===== src/sv/hadamard_gate_state_vector_assert.svh =====
// ----------------------------------------------------------------------------
// Hadamard gate state vector: assertion macros
// Concurrent assertion wrappers; they compile to nothing for synthesis.
// ----------------------------------------------------------------------------
`ifndef HADAMARD_GATE_STATE_VECTOR_ASSERT_SVH
`define HADAMARD_GATE_STATE_VECTOR_ASSERT_SVH

`ifndef SYNTHESIS
// Property checked while reset is released.
`define HGSV_ASSERT(lbl, clk, rst_n, prop) \
    lbl: assert property (@(posedge clk) disable iff (!rst_n) prop) \
        else $error("%m: assertion failed");
// Property checked at every edge, reset included.
`define HGSV_ASSERT_ALWAYS(lbl, clk, prop) \
    lbl: assert property (@(posedge clk) prop) \
        else $error("%m: assertion failed");
`else
`define HGSV_ASSERT(lbl, clk, rst_n, prop)
`define HGSV_ASSERT_ALWAYS(lbl, clk, prop)
`endif

`endif


===== src/sv/hgsv_pkg.sv =====
// ----------------------------------------------------------------------------
// Hadamard gate state vector: package
// Shared codes, controller states and the controller/datapath interface.
// ----------------------------------------------------------------------------
package hgsv_pkg;

    localparam int CFG_W     = 4;
    localparam int CFG_IDX_W = 1;
    localparam int OP_W      = 2;

    localparam logic [CFG_IDX_W-1:0] REG_QUBIT_COUNT  = 1'd0;
    localparam logic [CFG_IDX_W-1:0] REG_TARGET_QUBIT = 1'd1;

    localparam logic [CFG_W-1:0] QUBIT_COUNT_RST  = 4'd10;
    localparam logic [CFG_W-1:0] TARGET_QUBIT_RST = 4'd1;

    localparam logic [OP_W-1:0] OP_WRITE = 2'd0;
    localparam logic [OP_W-1:0] OP_GATE  = 2'd1;
    localparam logic [OP_W-1:0] OP_READ  = 2'd2;

    localparam logic KIND_READ = 1'b0;
    localparam logic KIND_GATE = 1'b1;

    localparam logic STATUS_OK         = 1'b0;
    localparam logic STATUS_BAD_TARGET = 1'b1;

    // 1/sqrt(2) in Q0.16, kept as a positive signed 18-bit value.
    localparam logic signed [17:0] INV_SQRT2_Q16 = 18'sd46341;

    typedef enum logic [3:0] {
        ST_IDLE,
        ST_RD_OUT,
        ST_G_RDA,
        ST_G_RDB,
        ST_G_SUM,
        ST_G_MUL,
        ST_G_WRA,
        ST_G_WRB,
        ST_DONE
    } t_state;

    typedef struct packed {
        logic wr_input;      // store the input amplitude at the input index
        logic rd_input;      // read the entry at the input index
        logic start_gate;    // latch mask and clear the pair counter
        logic rd_i;          // read the lower entry of the current pair
        logic rd_j;          // read the upper entry of the current pair
        logic cap_a;         // hold the lower entry
        logic calc_sum;      // register a+b and a-b
        logic calc_mul;      // register the scaled products
        logic wr_i;          // write the rounded sum to the lower entry
        logic wr_j;          // write the rounded difference to the upper entry
        logic step;          // advance to the next pair
        logic out_load_read; // load read data into the output register
        logic out_load_gate; // load a gate result into the output register
    } t_dp_cmd;

    typedef struct packed {
        logic gate_ok;       // target qubit lies in 1..n
        logic last_pair;     // current pair is the final one
        logic out_free;      // output register can take a result this cycle
    } t_dp_stat;

endpackage


===== src/sv/hgsv_ctrl.sv =====
// ----------------------------------------------------------------------------
// Hadamard gate state vector: controller
// Sequences reads, writes and the pair walk of the gate.
// ----------------------------------------------------------------------------
module hgsv_ctrl (
    input  logic                         i_clk,
    input  logic                         i_rst_n,
    input  logic                         i_valid,
    input  logic [hgsv_pkg::OP_W-1:0]    i_op,
    output logic                         o_ready,
    input  hgsv_pkg::t_dp_stat           i_stat,
    output hgsv_pkg::t_dp_cmd            o_cmd
);
    import hgsv_pkg::*;

    t_state r_state;
    t_state n_state;

    always_ff @(posedge i_clk) begin
        if (!i_rst_n) begin
            r_state <= ST_IDLE;
        end else begin
            r_state <= n_state;
        end
    end

    always_comb begin
        n_state = r_state;
        o_cmd   = '0;
        o_ready = 1'b0;
        unique case (r_state)
            ST_IDLE: begin
                o_ready = 1'b1;
                if (i_valid) begin
                    unique case (i_op)
                        OP_WRITE: begin
                            o_cmd.wr_input = 1'b1;
                        end
                        OP_READ: begin
                            o_cmd.rd_input = 1'b1;
                            n_state = ST_RD_OUT;
                        end
                        OP_GATE: begin
                            o_cmd.start_gate = 1'b1;
                            n_state = i_stat.gate_ok ? ST_G_RDA : ST_DONE;
                        end
                        default: begin
                            // Unused op code: the item is taken and dropped.
                        end
                    endcase
                end
            end
            ST_RD_OUT: begin
                if (i_stat.out_free) begin
                    o_cmd.out_load_read = 1'b1;
                    n_state = ST_IDLE;
                end
            end
            ST_G_RDA: begin
                o_cmd.rd_i = 1'b1;
                n_state = ST_G_RDB;
            end
            ST_G_RDB: begin
                o_cmd.rd_j  = 1'b1;
                o_cmd.cap_a = 1'b1;
                n_state = ST_G_SUM;
            end
            ST_G_SUM: begin
                o_cmd.calc_sum = 1'b1;
                n_state = ST_G_MUL;
            end
            ST_G_MUL: begin
                o_cmd.calc_mul = 1'b1;
                n_state = ST_G_WRA;
            end
            ST_G_WRA: begin
                o_cmd.wr_i = 1'b1;
                n_state = ST_G_WRB;
            end
            ST_G_WRB: begin
                o_cmd.wr_j = 1'b1;
                o_cmd.step = 1'b1;
                n_state = i_stat.last_pair ? ST_DONE : ST_G_RDA;
            end
            ST_DONE: begin
                if (i_stat.out_free) begin
                    o_cmd.out_load_gate = 1'b1;
                    n_state = ST_IDLE;
                end
            end
            default: begin
                n_state = ST_IDLE;
            end
        endcase
    end

endmodule


===== config.mk =====
export PLATFORM = sky130hd
export DESIGN_NAME = hgsv_ctrl
export DESIGN_NICKNAME = d
export VERILOG_FILES = /design/src/sv/hadamard_gate_state_vector_assert.svh /design/src/sv/hgsv_pkg.sv /design/src/sv/hgsv_ctrl.sv
export SDC_FILE = /design/constraint.sdc
export NUM_CORES = 1
export LEC_CHECK = 0
export BUFFER_PORTS_ARGS = -buffer_cell sky130_fd_sc_hd__buf_2
export CAP_MARGIN = 20
export CORE_AREA = 2 2 39 41
export CTS_CLUSTER_DIAMETER = 100
export CTS_CLUSTER_SIZE = 24
export DETAILED_ROUTE_END_ITERATION = 6
export DIE_AREA = 0 0 41 43
export PLACE_DENSITY_LB_ADDON = 0.08
export SYNTH_ARGS = -nofsm -noshare
export SYNTH_HDL_FRONTEND = slang
export SYNTH_SLANG_ARGS = --single-unit

===== constraint.sdc =====
create_clock -name i_clk -period 5.9 [get_ports i_clk]
set_clock_uncertainty 0.2 [all_clocks]
set_input_delay 0.295 -clock i_clk [delete_from_list [all_inputs] [get_ports i_clk]]
set_output_delay 0.295 -clock i_clk [all_outputs]
set_load 0.005 [all_outputs]

==> results of run 1 <==
==> how the worst max path moves through the flow <==
stage	from	to	slack [ns]	cells past startpoint
6_report	r_state[2]$_SDFFE_PN0P_	o_cmd[12]	3.70	3
2_1_floorplan	r_state[0]$_SDFFE_PN0P_	r_state[3]$_SDFFE_PN0P_	3.94	4
5_1_grt	r_state[0]$_SDFFE_PN0P_	o_cmd[12]	3.55	3
3_5_place_dp	r_state[2]$_SDFFE_PN0P_	r_state[3]$_SDFFE_PN0P_	3.73	4
4_1_cts	r_state[2]$_SDFFE_PN0P_	o_cmd[12]	3.67	3
3_3_place_gp	r_state[2]$_SDFFE_PN0P_	r_state[3]$_SDFFE_PN0P_	3.74	4
==> power by group <==
part | switching [mW] | total [mW] | internal, mW | leakage (nW)
sequential | 0.00232 | 0.0303 | 0.0279 | 0.0324
combinational | 0.00686 | 0.0146 | 0.00770 | 0.187
clock | 0.00962 | 0.0323 | 0.0226 | 0.0138
==> cell usage after synthesis (2+ instances only) <==
library cell | n | area, um^2
nor2_1 | 5 | 18.8
nand2_1 | 5 | 18.8
nor3b_1 | 2 | 15.0
nor3_1 | 5 | 25.0
dfxtp_1 | 4 | 80.1
nand3b_1 | 3 | 22.5
buf_4 | 2 | 15.0
clkbuf_1 | 4 | 15.0
xor2_1 | 2 | 17.5
nand2b_1 | 3 | 18.8
inv_1 | 2 | 7.51
==> per-stage QoR <==
step                hold slack (ns)  area, um^2   util  setup WS [ns]
floorplan                     0.213         377      -           3.94
global placement              0.336         472  0.341           3.74
detailed placement            0.342         472  0.341           3.73
CTS                           0.100         494  0.357           3.67
global route                  0.109         494  0.357           3.55
finish                        0.105         494  0.357           3.70
==> final cells by class <==
class	count	area share
multi-input combinational	40	0.524
inverter	2	0.0152
tap	16	0.0405
timing repair buffer	21	0.213
clock buffer	3	0.0456
sequential	4	0.162
==> per-layer routing <==
metal | global-route usage | share of wire
met1 | 0.142 | 0.47
met5 | 0 | 0
met4 | 0.0800 | 0
met2 | 0.166 | 0.46
met3 | 0.0157 | 0.069
==> cell families (layout without fill, tap and decap cells) <==
family          count (synthesis)  after routing  share of synthesized area
simple gates                   33             33                      0.518
buf+inv                         8             26                     0.0997
compound gates                  5              5                      0.123
flops                           4              4                      0.213
xor+xnor                        2              2                     0.0465
==> metrics.md, run 1 <==
| Metric | Value |
|---|---|
| Status | finished clean |
| IO Pins | 22 |
| Via count | 411 |
| R2R Setup Slk | 3.73 ns |
| Total Nets Final | 80 |
| Setup crit end kind | output pin |
| Largest net degree at the start of global routing | 16 |
| Number of flops mapped to enable cells by yosys | 0 |
| Detail Placement HPWL | between 600 and 700 um |
| Starting Density | 0.272 |
| Post_cts resized | 0 |
| Synth cell types | 26 |
| Post-route clock period utilization | 0.374 |
| Die H | roughly 43 um |
| Vias in the first global route | ~330 |
| Hold path depth | 2 |
| Max frequency | 454 MHz |
| Slew @ Worst Pin | between 0.4 and 0.5 ns |
| Worst Path Class, Setup | flip-flop to output pin |
| WL final | 910 um |
| Total GRT Usage | 0.113 |
| Initial DRC Count | 2 |
| Worst skew pair latency | 0.23 ns |
| Reg area | 80.1 um^2 |
| Async SR Flop Fraction | 0 |
| DR pass1 iterations | 4 |
| Syn avg cell area | 7.24 um^2 |
| GP Congestion | roughly 0.65 |
| CTS Sinks | 4 |
| Core region area | roughly 0.0014 mm^2 |
| Reg with most FFs | r_state |
| Worst-path clk slew | 0.04 ns |
| Final Power | just under 0.08 mW |
| Pwr dens | 156 mW/mm^2 |
| Post-synth top flop | dfxtp_1 |
| RR Endpoint | r_state[3]$_SDFFE_PN0P_ |
| Area Growth Syn to Fin | 31.2% |
| Footprint of the multi-input gates | 259 um^2 |
| Slowest CP cell | or4_4 |
| FF-to-FF Start | r_state[2]$_SDFFE_PN0P_ |
| CTS H-Tree Depth | 1 |
| Slew headroom | 0.724 |
| Synth warn | 0 |
| Worst endpoint data arrival time | 1.71 ns |
| Wire length per cell | 10.6 um |
| Element type at the critical path start | flip-flop |
| R2R depth | 4 |
| Highest-count cells in the layout ignoring fill and taps | buf_2, nor2_1, nand2_1, nor3_1, dfxtp_1 |
| CP bufs+invs | 1 |
| Ordered list of cells on the worst path | or4_4 -> nor4b_1 -> buf_2 |
| Vias/cell | around 4.8 |
| Largest regs | r_state x4 |
| TritonCTS Buffers | 3 |
| Ant diodes | 0 |
| Post-Syn Area | roughly 380 um^2 |
| Cell leakage power | roughly 0.23 nW |
| Root Buffer | clkbuf_4 |
| Crit path largest cell delay | 0.61 ns |
| Global-route wire length before repair | 1.36 mm |
| Max reg flops | 4 |
| #FFs+latches synth | 4 |
| Post-CTS Setup Bufs | 0 |
| ANT nets after route | 0 |
| Max Slew Vio Count | 0 |
| RSZ-0062 raised after global routing | false |
| CTS tree | built |
| Synthesized net count | 60 |
| Hold EP | r_state[3]$_SDFFE_PN0P_ |
| Setup TNS | 0 ns |
| IO Port Bufs | 21 |
| Sequential area share after synthesis | 0.213 |
| Final Hold Fails | 0 |
| Worst VDD drop | roughly 84 uV |
| # hold bufs at CTS | 0 |
| Layout cells sized above 1 | 0.371 |
| Worst Hold Class | input pin to flip-flop |
| Hold path start | i_rst_n |
| Drt drc | 0 |
| Final Non-Filler Cells | 86 |
| Cell Rows | 14 |
| Filler cell count in the final layout | between 150 and 200 |
| Most common cell after layout, fill and taps aside | buf_2 |
| GR Overflow Total | 0 |
| Max cap viols | 0 |
| Die W | 41 um |
| Top Family by Delay on Critical Path | simple AND/OR/NAND/NOR gates |
| Min Tclk post-route | approximately 2.2 ns |
| Post-Syn Instances | 52 |
| Crit-path max FO | 13 |
| Die area | roughly 0.0018 mm^2 |
| Initial antenna violation count | 0 |
| Final setup violation count | 0 |
| Worst path required time | 5.41 ns |
| Max Root-Sink Buffers | 2 |
| Dpl cells | 83 |
Note: power is estimated with default switching activity, not from simulation.
==> run 2: changes to the inputs <==
--- a/config.mk
+++ b/config.mk
@@ -5,6 +5,7 @@
 export SDC_FILE = /design/constraint.sdc
 export NUM_CORES = 1
 export LEC_CHECK = 0
+export ABC_AREA = 1
 export BUFFER_PORTS_ARGS = -buffer_cell sky130_fd_sc_hd__buf_2
 export CAP_MARGIN = 20
 export CORE_AREA = 2 2 39 41
==> constraint.sdc (replaced) <==
create_clock -name i_clk -period 1.8 [get_ports i_clk]
set_clock_uncertainty 0.2 [all_clocks]
set_input_delay 0.09 -clock i_clk [delete_from_list [all_inputs] [get_ports i_clk]]
set_output_delay 0.09 -clock i_clk [all_outputs]
set_load 0.005 [all_outputs]
==> run 2 against run 1 <==
Worst setup slack got worse by 3.4 ns. Design area increased by 13%. Clock power increased to 3.4 times the previous value. Sequential power increased to 3.4 times the previous value. Sequential cell count unchanged. Synthesized cell count increased by 37%. Combinational power increased to 10 times the previous value. Register-to-register slack got worse by 3.3 ns. Critical endpoint is now o_cmd[5]. Largest cell class unchanged. Highest routed layer unchanged.
==> metrics.md, run 2 <==
| Metric | Value |
|---|---|
| Status | finished clean |
| Setup crit end kind | output pin |
| Wire length per cell | 8.92 um (-16%) |
| Ant diodes | 0 (unchanged) |
| Max frequency | approximately 670 MHz |
| ANT nets after route | 0 (unchanged) |
| Total Nets Final | 104 (+30%) |
| Die H | 43 um (unchanged) |
| Max Slew Vio Count | 0 (unchanged) |
| CTS Sinks | 4 (unchanged) |
| Largest net degree at the start of global routing | 8 (-8) |
| Total GRT Usage | 0.126 (+0.0138) |
| Worst path required time | 1.51 ns (-3.90 ns) |
| Number of flops mapped to enable cells by yosys | 0 (unchanged) |
| Yosys top cell area share | 0.192 (-0.0210) |
| Die area | 0.00176 mm^2 (unchanged) |
| Reg with most FFs | r_state |
| Slew @ Worst Pin | 0.217 ns (-0.187 ns) |
| Cell leakage power | 0.331 nW (+42%) |
| Slowest CP cell | dfxtp_1 |
| Crit path largest cell delay | 0.38 ns (-0.23 ns) |
| Sequential area share after synthesis | 0.192 (-0.0210) |
| Post-synth top flop | dfxtp_1 |
| Area contributors post-synth | dfxtp_1, nand3_1, nor2_1 |
| Final Non-Filler Cells | 110 (+28%) |
| Min Tclk post-route | 1.49 ns |
| Layout cells sized above 1 | 0.404 (+0.0328) |
| Drt drc | 0 (unchanged) |
| #FFs+latches synth | 4 (unchanged) |
| Slew headroom | 0.855 (+0.131) |
| Area Growth Syn to Fin | 34.1% |
| Vias in the first global route | 418 (+26%) |
| Post-CTS Setup Bufs | 0 (unchanged) |
| Worst Path Class, Setup | flip-flop to output pin |
| GP Congestion | 0.701 (+7.9%) |
| Worst-path clk slew | 0.04 ns (about the same) |
| Synthesized net count | 79 (+32%) |
| IO Port Bufs | 21 (unchanged) |
| Post-Syn Instances | 71 (+37%) |
| Worst skew pair latency | 0.23 ns (about the same) |
| Via count | 483 (+18%) |
| Top cells by count, synth | nor2_1, nand3_1, nand2_1 |
| Filler cell count in the final layout | 162 (-1.2%) |
| Async SR Flop Fraction | 0 (unchanged) |
| Global-route wire length before repair | 1.56 mm (+15%) |
| Post-route clock period utilization | 0.830 |
| Element type at the critical path start | flip-flop |
| Fin util | 0.405 (+0.0479) |
| Syn avg cell area | 5.89 um^2 (-19%) |
| TritonCTS Buffers | 3 (unchanged) |
| Vias/cell | 4.39 (-8.1%) |
| Initial DRC Count | 3 (+1) |
| Max Root-Sink Buffers | 2 (unchanged) |
| IO Pins | 22 (unchanged) |
| CTS tree | built |
| CTS H-Tree Depth | 1 (unchanged) |
| Pwr dens | 642 mW/mm^2 (+310%) |
| Dpl cells | 106 (+28%) |
| Setup TNS | 0 ns (unchanged) |
| Root Buffer | clkbuf_4 |
| Max cap viols | 0 (unchanged) |
| Max reg flops | 4 (unchanged) |
| Most common cell after layout, fill and taps aside | buf_2 |
| Crit-path max FO | 4 (-9) |
| Synth warn | 0 (unchanged) |
| WL final | 981 um (+7.8%) |
| DR pass1 iterations | 4 (unchanged) |
| Initial antenna violation count | 0 (unchanged) |
| Cell Rows | 14 (unchanged) |
| GR Overflow Total | 0 (unchanged) |
| Die W | 41 um (unchanged) |
| Final Power | 0.360 mW (+370%) |
| Largest regs | r_state x4 |
| Worst endpoint data arrival time | 1.20 ns (-0.51 ns) |
| Final Hold Fails | 0 (unchanged) |
| Synth cell types | 16 (-38%) |
| Post-Syn Area | 418 um^2 (+11%) |
| RSZ-0062 raised after global routing | false |
| Min Hold Slack | 0.0585 ns (-0.0461 ns) |
| Core region area | 0.00138 mm^2 (unchanged) |
| Highest-count cells in the layout ignoring fill and taps | buf_2, nor2_1, nand3_1, nand2_1, inv_1 |
| Detail Placement HPWL | 864 um (+24%) |
| Final setup violation count | 0 (unchanged) |
| Count leader, synth | nor2_1 |
| Worst VDD drop | 379 uV (+350%) |
| Yosys top cell by area | dfxtp_1 |
| Ordered list of cells on the worst path | inv_2 -> nor2_2 -> inv_1 -> nor3_1 -> buf_2 |
| Worst Hold Class | input pin to flip-flop |
| Starting Density | 0.302 (+0.0298) |
[run 2: cell types whose count changed in the layout (fill, tap and decap cells not counted), sizes merged, moves of 3 or more]
| cell | before | now |
|---|---|---|
| nand3 | 1 | 14 |
| nor2 | 5 | 18 |
| nand2 | 5 | 16 |
| inv | 2 | 12 |
| nor3 | 5 | 1 |
| nand2b | 3 | 0 |
| nand3b | 3 | 0 |
[run 2: metrics by stage]
stage | setup WS (ns) | instance area [um^2]
6_report | 0.306 | 561
5_1_grt | 0.200 | 561
4_1_cts | 0.289 | 561
3_5_place_dp | 0.500 | 528
3_3_place_gp | 0.478 | 528
2_1_floorplan | 0.611 | 418
[run 2: logic make-up after synthesis]
| logic type | Yosys count | synth area share |
|---|---|---|
| flip-flops | 4 | 0.192 |
| buffers and inverters | 15 | 0.153 |
| AND/OR/NAND/NOR | 49 | 0.614 |
| AO/OA/AOI/OAI | 3 | 0.0419 |
[run 2: report_power, final]
part	switching, mW	internal (mW)	leakage (nW)
Combinational	0.0900	0.0566	0.285
Clock	0.0348	0.0744	0.0138
Sequential	0.00831	0.0958	0.0325
[run 2: critical path, delay by kind of cell, from the launching register on]
| kind | cells | cell delay [ns] |
|---|---|---|
| DFF | 1 | 0.38 |
| buffers and inverters | 3 | 0.30 |
| and+or+nand+nor | 2 | 0.28 |
[run 2: area by class of cell]
type,instances,area (um^2),area share
inverters,13,48.8,0.0871
repair buffers,22,115,0.205
multi-input cells,52,274,0.489
clock buffers,3,22.5,0.0402
well taps,16,20.0,0.0357
flip-flops and latches,4,80.1,0.143
[run 2: metal layers]
metal  wire [um]  vias to the layer above  global-route usage  part of all wire
li1            -                      271                   -                 -
met1         450                      199               0.163              0.46
met2         462                       13               0.197              0.47
met3          68                        0              0.0628             0.069
met4           0                        0                   0                 0
met5           0                        -                   0                 0
[run 2: path summary, 6_finish.rpt]
path | slack [ns] | end | depth (start not counted) | startpoint
max reg2reg | 0.46 | r_state[0]$_SDFFE_PN0P_ | 6 | r_state[2]$_SDFFE_PN0P_
max | 0.31 | o_cmd[5] | 5 | r_state[2]$_SDFFE_PN0P_
min reg2reg | 0.31 | r_state[0]$_SDFFE_PN0P_ | 2 | r_state[0]$_SDFFE_PN0P_
min | 0.06 | r_state[3]$_SDFFE_PN0P_ | 6 | i_stat[2]
[run 2: timing repair]
item                      in CTS  in global routing
hold endpoints to repair       4                  0
resized for setup              0                  0
hold buffers                   1                  0
